### src/rtl/spo_pkg.sv
// Shared constants, types and command/status structs of the spiral order readout.
package spo_pkg;

    localparam int MAX_ROWS    = 8;
    localparam int MAX_COLS    = 8;
    localparam int ELEM_WIDTH  = 32;
    localparam int STORE_DEPTH = MAX_ROWS * MAX_COLS;

    localparam int ADDR_W = (STORE_DEPTH > 1) ? $clog2(STORE_DEPTH) : 1;
    localparam int CNT_W  = $clog2(STORE_DEPTH + 1);
    localparam int RI_W   = (MAX_ROWS > 1) ? $clog2(MAX_ROWS) : 1;
    localparam int CI_W   = (MAX_COLS > 1) ? $clog2(MAX_COLS) : 1;
    localparam int RD_W   = $clog2(MAX_ROWS + 1);
    localparam int CD_W   = $clog2(MAX_COLS + 1);

    localparam int CFG_W     = 4;
    localparam int CFG_IDX_W = 1;

    localparam logic [CFG_IDX_W-1:0] CFG_ROW_COUNT = 1'd0;
    localparam logic [CFG_IDX_W-1:0] CFG_COL_COUNT = 1'd1;
    localparam logic [CFG_W-1:0]     CFG_DIM_RESET = 4'd8;

    typedef struct packed {
        logic load_wr;
        logic walk_start;
        logic walk_step;
    } t_cmd;

    typedef struct packed {
        logic load_done;
        logic pipe_adv;
        logic walk_last;
    } t_sts;

endpackage

### src/rtl/spo_ram.sv
// Generic simple dual-port RAM with one write port and a registered read port.
module spo_ram #(
    parameter int WIDTH = 32,
    parameter int DEPTH = 64
) (
    input  logic                                  i_clk,
    input  logic                                  i_wr_en,
    input  logic [((DEPTH > 1) ? $clog2(DEPTH) : 1)-1:0] i_wr_addr,
    input  logic [WIDTH-1:0]                      i_wr_data,
    input  logic                                  i_rd_en,
    input  logic [((DEPTH > 1) ? $clog2(DEPTH) : 1)-1:0] i_rd_addr,
    output logic [WIDTH-1:0]                      o_rd_data
);

    logic [WIDTH-1:0] r_mem [DEPTH];
    logic [WIDTH-1:0] r_rd_data;

    always_ff @(posedge i_clk) begin
        if (i_wr_en) begin
            r_mem[i_wr_addr] <= i_wr_data;
        end
        if (i_rd_en) begin
            r_rd_data <= r_mem[i_rd_addr];
        end
    end

    assign o_rd_data = r_rd_data;

endmodule

### src/rtl/spo_ctrl.sv
// Controller state machine: loading items, then walking the spiral.
module spo_ctrl
    import spo_pkg::*;
(
    input  logic i_clk,
    input  logic i_rst_n,
    input  logic i_in_valid,
    output logic o_in_ready,
    input  t_sts i_sts,
    output t_cmd o_cmd
);

    typedef enum logic {
        S_LOAD,
        S_EMIT
    } t_state;

    t_state r_state;

    always_ff @(posedge i_clk) begin
        if (!i_rst_n) begin
            r_state <= S_LOAD;
        end else begin
            unique case (r_state)
                S_LOAD: begin
                    if (i_in_valid && i_sts.load_done) begin
                        r_state <= S_EMIT;
                    end
                end
                S_EMIT: begin
                    if (i_sts.pipe_adv && i_sts.walk_last) begin
                        r_state <= S_LOAD;
                    end
                end
                default: r_state <= S_LOAD;
            endcase
        end
    end

    always_comb begin
        o_in_ready       = (r_state == S_LOAD);
        o_cmd.load_wr    = (r_state == S_LOAD) && i_in_valid;
        o_cmd.walk_start = (r_state == S_LOAD) && i_in_valid && i_sts.load_done;
        o_cmd.walk_step  = (r_state == S_EMIT) && i_sts.pipe_adv;
    end

endmodule

### src/rtl/spo_datapath.sv
// Datapath: configuration, load counter, element store, spiral walker and output stage.
module spo_datapath
    import spo_pkg::*;
(
    input  logic                         i_clk,
    input  logic                         i_rst_n,
    input  logic                         i_cfg_we,
    input  logic [CFG_IDX_W-1:0]         i_cfg_index,
    input  logic [CFG_W-1:0]             i_cfg_data,
    input  logic signed [ELEM_WIDTH-1:0] i_element,
    input  logic                         i_out_ready,
    input  t_cmd                         i_cmd,
    output t_sts                         o_sts,
    output logic                         o_out_valid,
    output logic signed [ELEM_WIDTH-1:0] o_value,
    output logic                         o_final_res
);

    typedef enum logic [1:0] {
        L_TOP,
        L_RIGHT,
        L_BOTTOM,
        L_LEFT
    } t_leg;

    logic [CFG_W-1:0] r_row_cfg;
    logic [CFG_W-1:0] r_col_cfg;
    logic [RD_W-1:0]  rows_eff;
    logic [CD_W-1:0]  cols_eff;
    logic [CNT_W-1:0] total;
    logic [CNT_W-1:0] r_load_count;
    logic [CNT_W:0]   count_inc;

    t_leg            r_leg, n_leg;
    logic [RI_W-1:0] r_row, n_row, r_top, n_top, r_bot, n_bot;
    logic [CI_W-1:0] r_col, n_col, r_left, n_left, r_right, n_right;
    logic            walk_done;
    logic [ADDR_W-1:0] rd_addr;

    logic [ELEM_WIDTH-1:0] ram_rd_data;
    logic                  pipe_adv;
    logic                  r_rd_valid;
    logic                  r_rd_last;
    logic                  r_out_valid;
    logic [ELEM_WIDTH-1:0] r_out_value;
    logic                  r_out_last;

    // Configuration registers; a count of zero acts as one, above the maximum it saturates.
    always_ff @(posedge i_clk) begin
        if (!i_rst_n) begin
            r_row_cfg <= CFG_DIM_RESET;
            r_col_cfg <= CFG_DIM_RESET;
        end else if (i_cfg_we) begin
            unique case (i_cfg_index)
                CFG_ROW_COUNT: r_row_cfg <= i_cfg_data;
                CFG_COL_COUNT: r_col_cfg <= i_cfg_data;
                default: ;
            endcase
        end
    end

    always_comb begin
        if (r_row_cfg == '0) begin
            rows_eff = RD_W'(1);
        end else if (32'(r_row_cfg) > MAX_ROWS) begin
            rows_eff = RD_W'(MAX_ROWS);
        end else begin
            rows_eff = RD_W'(r_row_cfg);
        end
        if (r_col_cfg == '0) begin
            cols_eff = CD_W'(1);
        end else if (32'(r_col_cfg) > MAX_COLS) begin
            cols_eff = CD_W'(MAX_COLS);
        end else begin
            cols_eff = CD_W'(r_col_cfg);
        end
    end

    assign total     = CNT_W'(int'(rows_eff) * int'(cols_eff));
    assign count_inc = {1'b0, r_load_count} + (CNT_W+1)'(1);

    always_ff @(posedge i_clk) begin
        if (!i_rst_n) begin
            r_load_count <= '0;
        end else if (i_cmd.load_wr) begin
            r_load_count <= o_sts.load_done ? '0 : count_inc[CNT_W-1:0];
        end
    end

    // Spiral walker: one coordinate per step, ring bounds shrink after the left leg.
    always_comb begin
        n_leg     = r_leg;
        n_row     = r_row;
        n_col     = r_col;
        n_top     = r_top;
        n_bot     = r_bot;
        n_left    = r_left;
        n_right   = r_right;
        walk_done = 1'b0;
        unique case (r_leg)
            L_TOP: begin
                if (r_col < r_right) begin
                    n_col = r_col + CI_W'(1);
                end else if (r_row < r_bot) begin
                    n_leg = L_RIGHT;
                    n_row = r_row + RI_W'(1);
                end else begin
                    walk_done = 1'b1;
                end
            end
            L_RIGHT: begin
                if (r_row < r_bot) begin
                    n_row = r_row + RI_W'(1);
                end else if (r_left >= r_right) begin
                    walk_done = 1'b1;
                end else if ({1'b0, r_right} > {1'b0, r_left} + (CI_W+1)'(1)) begin
                    n_leg = L_BOTTOM;
                    n_col = r_right - CI_W'(1);
                end else begin
                    n_leg = L_LEFT;
                    n_col = r_left;
                end
            end
            L_BOTTOM: begin
                if ({1'b0, r_col} > {1'b0, r_left} + (CI_W+1)'(1)) begin
                    n_col = r_col - CI_W'(1);
                end else begin
                    n_leg = L_LEFT;
                    n_col = r_left;
                end
            end
            L_LEFT: begin
                if ({1'b0, r_row} > {1'b0, r_top} + (RI_W+1)'(1)) begin
                    n_row = r_row - RI_W'(1);
                end else if (({1'b0, r_top} + (RI_W+1)'(2) <= {1'b0, r_bot}) &&
                             ({1'b0, r_left} + (CI_W+1)'(2) <= {1'b0, r_right})) begin
                    n_leg   = L_TOP;
                    n_top   = r_top + RI_W'(1);
                    n_bot   = r_bot - RI_W'(1);
                    n_left  = r_left + CI_W'(1);
                    n_right = r_right - CI_W'(1);
                    n_row   = r_top + RI_W'(1);
                    n_col   = r_left + CI_W'(1);
                end else begin
                    walk_done = 1'b1;
                end
            end
            default: walk_done = 1'b1;
        endcase
    end

    always_ff @(posedge i_clk) begin
        if (i_cmd.walk_start) begin
            r_leg   <= L_TOP;
            r_row   <= '0;
            r_col   <= '0;
            r_top   <= '0;
            r_left  <= '0;
            r_bot   <= RI_W'(rows_eff - RD_W'(1));
            r_right <= CI_W'(cols_eff - CD_W'(1));
        end else if (i_cmd.walk_step) begin
            r_leg   <= n_leg;
            r_row   <= n_row;
            r_col   <= n_col;
            r_top   <= n_top;
            r_bot   <= n_bot;
            r_left  <= n_left;
            r_right <= n_right;
        end
    end

    assign rd_addr = ADDR_W'(int'(r_row) * int'(cols_eff) + int'(r_col));

    spo_ram #(
        .WIDTH (ELEM_WIDTH),
        .DEPTH (STORE_DEPTH)
    ) u_store (
        .i_clk     (i_clk),
        .i_wr_en   (i_cmd.load_wr),
        .i_wr_addr (r_load_count[ADDR_W-1:0]),
        .i_wr_data (i_element),
        .i_rd_en   (i_cmd.walk_step),
        .i_rd_addr (rd_addr),
        .o_rd_data (ram_rd_data)
    );

    // Two-stage read pipeline with one stall signal: RAM read data, then output register.
    assign pipe_adv = !r_out_valid || i_out_ready;

    always_ff @(posedge i_clk) begin
        if (!i_rst_n) begin
            r_rd_valid  <= 1'b0;
            r_out_valid <= 1'b0;
        end else if (pipe_adv) begin
            r_rd_valid  <= i_cmd.walk_step;
            r_out_valid <= r_rd_valid;
        end
    end

    always_ff @(posedge i_clk) begin
        if (pipe_adv) begin
            r_rd_last   <= walk_done;
            r_out_value <= ram_rd_data;
            r_out_last  <= r_rd_last;
        end
    end

    assign o_sts.load_done = (count_inc >= {1'b0, total});
    assign o_sts.pipe_adv  = pipe_adv;
    assign o_sts.walk_last = walk_done;

    assign o_out_valid = r_out_valid;
    assign o_value     = r_out_value;
    assign o_final_res = r_out_last;

    a_count_range: assert property (@(posedge i_clk) disable iff (!i_rst_n)
        r_load_count < CNT_W'(STORE_DEPTH))
        else $error("load count left the store");

    a_walk_in_ring: assert property (@(posedge i_clk) disable iff (!i_rst_n)
        i_cmd.walk_step |-> (r_row >= r_top) && (r_row <= r_bot) &&
                            (r_col >= r_left) && (r_col <= r_right))
        else $error("spiral walker outside its ring");

    a_addr_loaded: assert property (@(posedge i_clk) disable iff (!i_rst_n)
        i_cmd.walk_step |-> ({1'b0, rd_addr} < (ADDR_W+1)'(total)))
        else $error("spiral read beyond the loaded matrix");

    a_last_delivered: assert property (@(posedge i_clk) disable iff (!i_rst_n)
        (i_cmd.walk_step && walk_done) |=> r_rd_valid && r_rd_last)
        else $error("last spiral read not marked");

endmodule

### src/rtl/spiral_order_readout.sv
// Top level of the spiral order readout: handshakes, controller and datapath.
// The first result follows the completing item via emit state, RAM read and output register.
// Throughput: one item loaded per cycle, then one result per cycle while i_out_ready allows;
// the single read port of the element store sets the emission rate.
// No item is accepted from the cycle after the completing item until the last read is issued.
// Reset (synchronous, active low) empties the pipeline, zeroes the load count and sets 8x8.
module spiral_order_readout
    import spo_pkg::*;
(
    input  logic                         i_clk,
    input  logic                         i_rst_n,
    // Configuration write port.
    input  logic                         i_cfg_we,
    input  logic [CFG_IDX_W-1:0]         i_cfg_index,
    input  logic [CFG_W-1:0]             i_cfg_data,
    // Input item channel.
    input  logic                         i_in_valid,
    output logic                         o_in_ready,
    input  logic signed [ELEM_WIDTH-1:0] i_element,
    // Result item channel.
    output logic                         o_out_valid,
    input  logic                         i_out_ready,
    output logic signed [ELEM_WIDTH-1:0] o_value,
    output logic                         o_final_res
);

    // The controller only sequences: loading while ready is high, then one spiral step
    // each cycle that the output pipeline can move. All data storage sits in the datapath.
    t_cmd cmd;
    t_sts sts;

    spo_ctrl u_ctrl (
        .i_clk      (i_clk),
        .i_rst_n    (i_rst_n),
        .i_in_valid (i_in_valid),
        .o_in_ready (o_in_ready),
        .i_sts      (sts),
        .o_cmd      (cmd)
    );

    // The datapath holds the element store, the load counter, the walker that produces
    // spiral coordinates and the registered output stage, which lets a finished result
    // wait for the consumer while further items are loaded.
    spo_datapath u_datapath (
        .i_clk       (i_clk),
        .i_rst_n     (i_rst_n),
        .i_cfg_we    (i_cfg_we),
        .i_cfg_index (i_cfg_index),
        .i_cfg_data  (i_cfg_data),
        .i_element   (i_element),
        .i_out_ready (i_out_ready),
        .i_cmd       (cmd),
        .o_sts       (sts),
        .o_out_valid (o_out_valid),
        .o_value     (o_value),
        .o_final_res (o_final_res)
    );

endmodule
### config.mk
export PLATFORM = sky130hd
export DESIGN_NAME = spiral_order_readout
export DESIGN_NICKNAME = d
export VERILOG_FILES = /design/src/rtl/spo_pkg.sv /design/src/rtl/spo_ram.sv /design/src/rtl/spo_ctrl.sv /design/src/rtl/spo_datapath.sv /design/src/rtl/spiral_order_readout.sv
export SDC_FILE = /design/constraint.sdc
export NUM_CORES = 2
export LEC_CHECK = 0
export BUFFER_PORTS_ARGS = -buffer_cell sky130_fd_sc_hd__clkbuf_2
export CORE_MARGIN = 1.5
export CORE_UTILIZATION = 30
export DETAILED_ROUTE_END_ITERATION = 7
export MAX_ROUTING_LAYER = met4
export PLACE_DENSITY_LB_ADDON = 0.3
export SLEW_MARGIN = 0
export SYNTH_ARGS = -nofsm -noshare
export SYNTH_HDL_FRONTEND = slang
export SYNTH_HIERARCHICAL = 1
export SYNTH_SLANG_ARGS = --single-unit
### constraint.sdc
create_clock -name i_clk -period 5.7 [get_ports i_clk]
set_input_delay 0.285 -clock i_clk [delete_from_list [all_inputs] [get_ports i_clk]]
set_output_delay 0.285 -clock i_clk [all_outputs]
set_load 0.02 [all_outputs]
==> results.toml <==
[floorplanning]
rows = 193
start_util_pct = 30.2
io_pins = 77
coreArea_um2 = 277000
die_area_um2 = 282000
die_h_um = 531
fp.dieW_um = 531

[power_and_ir_drop]
p_leak_nw = 29.8
power_per_cell_area_nw_per_um2 = 440
ir_drop_mv = 0.297

[critical_path]
worstPathRequired_ns = 6.27
r2r_setup_slack_ns = 0.26
critical_path.endpoint = "u_datapath/u_store/o_rd_data[16]$_DFFE_PP_"
critPathLaunch = "u_datapath/r_col_cfg[3]$_SDFFE_PN1P_"
worstPathArrival_ns = 6.02
rr_worst_depth = 14
crit_type = "reg -> reg"
startpoint_type = "flop"
worst_setup_path_end_kind = "flop"
worst-path-max-fanout = 15
reg2reg_to = "u_datapath/u_store/o_rd_data[16]$_DFFE_PP_"
timing.rr.start = "u_datapath/r_col_cfg[3]$_SDFFE_PN1P_"

[synth]
async_reset_ff_share_pct = 0
syn_area_per_cell_um2 = 22.0
synth_area_leaders = "edfxtp_1 76%, mux4_2 15%, mux2i_1 1.3%, ha_1 0.93%, dfxtp_1 0.77%"
ys_dominant_reg_cell = "edfxtp_1"
yosysTopAreaCellShare_pct = 76.0
syn_area_um2 = 83700
syn-instance-count = 3804
synth_edf_count = 2120
synth_most_common_cell = "edfxtp_1"
synth_area_leader_cell = "edfxtp_1"
synthesis.nets = 3918
seq_area_frac_synth_pct = 76.8
synthTopCellsByCount = "2120 x edfxtp_1, 544 x mux4_2, 167 x nor2_1, 107 x mux2i_1, 90 x a21oi_1"
ys_warn_count = 6
synth-seq-cells = 2152
ys_types = 73

[sta]
hold_viol = 0
clock_skew_ns = 0.0619
slew_violations = 0
slew_headroom_pct = 3.18
rsz0062_at_grt = "no"
worst_pin_slew_ns = 1.45
finalCritPeriodShare_pct = 95.5
period_minus_slack_ns = 5.44
setup_viol = 0
timing.final.ws_setup_ns = 0.259
max_freq_mhz = 184

[grt]
grt_pass1_vias = 41217
grt_pass1_wl_um = 329000
gr-total-overflow = 0
grt_use_total_pct = 16.9
grt_max_degree = 65
antenna_found_initial = 12

[placed_design]
post-place-ws_ns = -0.103
port_buffers = 76
hpwl_um = 139000
place_congestion = 0.803

[drt]
dr.max_layer_used = "met4"
wl_met1_um = 104000
via_count = 41315
routed_wl_um = 235000
route.met2.wl_um = 110000
wl_per_cell_um = 29.4
drtAntennaViolNets = 0
wl_met3_um = 16900
drc = 0
routed_via_density = 5.17
drt_iter0_drc = 5314
dr.pass1.iters = 5

[clocking]
path_clk_slew_ns = 0.06
root_buffer = "clkbuf_16"
cts_tree = "built"
clock_latency_ns = 0.87
ctsHtreeMaxLevel = 4
cts_sinks = 2152
cts_buffers = 210
clockBufferDepth = 3

[min_path]
hold_path.class = "in -> reg"
whs_path_depth = 2

[status]
status = "completed"

[layout]
area_growth_syn_to_layout_pct = 16.1
nets = 4226
fillers = 25578
fin_util_pct = 35.1
drive_above_1_share_pct = 28.2

[flow_run]
max_cap_violations = 0
cell type report:
type / count / area, um2 / area share [%]
flip-flops and latches: 2152 / 64300 / 66.1
multi-input cells: 1411 / 18900 / 19.4
clock buffers: 258 / 5460 / 5.61
well taps: 3705 / 4640 / 4.77
repair buffers: 293 / 2410 / 2.48
clock inverters: 126 / 1380 / 1.42
inverters: 44 / 165 / 0.170
diodes: 7 / 17.5 / 0.0180
flip-flops by register name, indices dropped and copies added (netlist names), 2 cells and up:
name / flops
u_datapath/u_store/r_mem: 2048
u_datapath/o_value: 32
u_datapath/u_store/o_rd_data: 32
u_datapath/r_load_count: 7
u_datapath/r_col_cfg: 4
u_datapath/r_row_cfg: 4
u_datapath/r_bot: 3
u_datapath/r_col: 3
u_datapath/r_left: 3
u_datapath/r_right: 3
u_datapath/r_row: 3
u_datapath/r_top: 3
u_datapath/r_leg: 2
cells by family after synthesis:
family	synth area share [%]
AND/OR/NAND/NOR	2.11
adder cells (fa/ha/maj)	1.17
flip-flops	76.8
multiplexers	15.9
buffers and inverters	1.34
AO/OA/AOI/OAI	2.41
XOR/XNOR	0.251
metrics by stage:
stage / cell area, um2 / hold slack (ns) / instances / power [mW] / TNS, ns
after floorplan: 83700 / 0.384 / 3804 / 25.4 / 0
after global placement: 90100 / 0.402 / 7579 / 29.3 / -2.36
after detailed placement: 90100 / 0.408 / 7580 / 29.3 / -0.103
after CTS: 97200 / 0.0394 / 7987 / 43.2 / 0
after global routing: 97200 / 0.0737 / 7993 / 44.3 / 0
final: 97300 / 0.0834 / 7996 / 42.8 / 0
worst min path at each step:
stage / from / endpoint / slack [ns]
floorplan: i_element[0] / u_datapath/u_store/r_mem[0][0]$_DFFE_PP_ / 0.38
finish: i_element[20] / u_datapath/u_store/r_mem[41][20]$_DFFE_PP_ / 0.08
global route: i_element[30] / u_datapath/u_store/r_mem[4][30]$_DFFE_PP_ / 0.07
global placement: u_datapath/r_rd_last$_DFFE_PP_ / u_datapath/o_final_res$_DFFE_PP_ / 0.40
detailed placement: u_datapath/r_rd_last$_DFFE_PP_ / u_datapath/o_final_res$_DFFE_PP_ / 0.41
CTS: i_element[20] / u_datapath/u_store/r_mem[40][20]$_DFFE_PP_ / 0.04
cell usage in the layout (no fill, tap or decap), drive strengths merged, types with 13 or more instances in the layout:
cell type / Yosys / layout
mux4: 544 / 544
nor2b: 30 / 30
nand2b: 17 / 17
bufinv: 0 / 21
clkbuf: 88 / 334
mux2i: 108 / 108
inv: 43 / 54
clkinv: 1 / 88
xnor2: 17 / 17
a21oi: 90 / 90
nand2: 57 / 57
o22ai: 84 / 84
nor2: 167 / 167
ha: 62 / 62
nand3: 17 / 17
buf: 109 / 197
edfxtp: 2120 / 2120
dlygate4sd3: 0 / 20
dfxtp: 32 / 32
o221ai: 27 / 27
and2: 17 / 17
a22oi: 13 / 13
worst max-delay path: stages (launching register included):
cell	delay [ns]
dfxtp_1	0.42
nor2b_1	0.34
nand2_1	0.13
fa_1	0.50
fa_1	0.53
inv_1	0.08
fa_4	0.55
a21o_1	0.18
a21oi_1	0.24
xnor2_2	0.41
or3b_1	0.72
o221ai_1	0.48
a21oi_1	0.10
a21oi_2	0.37
nor2_1	0.08
layer usage:
layer	vias to the layer above	track usage (%)
met5	-	-
met4	0	3.27
met3	255	2.59
met2	1623	25.8
met1	22776	24.0
li1	16661	-
what timing repair did:
| item | in CTS | in global routing |
|---|---|---|
| hold buffers | 20 | 0 |
| hold endpoints to repair | 26 | 0 |
| endpoints found under the setup margin | 4 | 7 |
| resized for setup | 1 | 6 |
| pin swaps | 1 | 1 |
| setup buffers | 3 | 2 |
power by group:
part	leakage (nW)	switching, mW	internal, mW	total, mW
clock	3.30	6.11	7.79	13.9
combinational	7.08	6.16	4.96	11.1
sequential	19.4	0.142	17.6	17.8
total	29.8	12.4	30.4	42.8
Power figures use the tool's default switching activity.
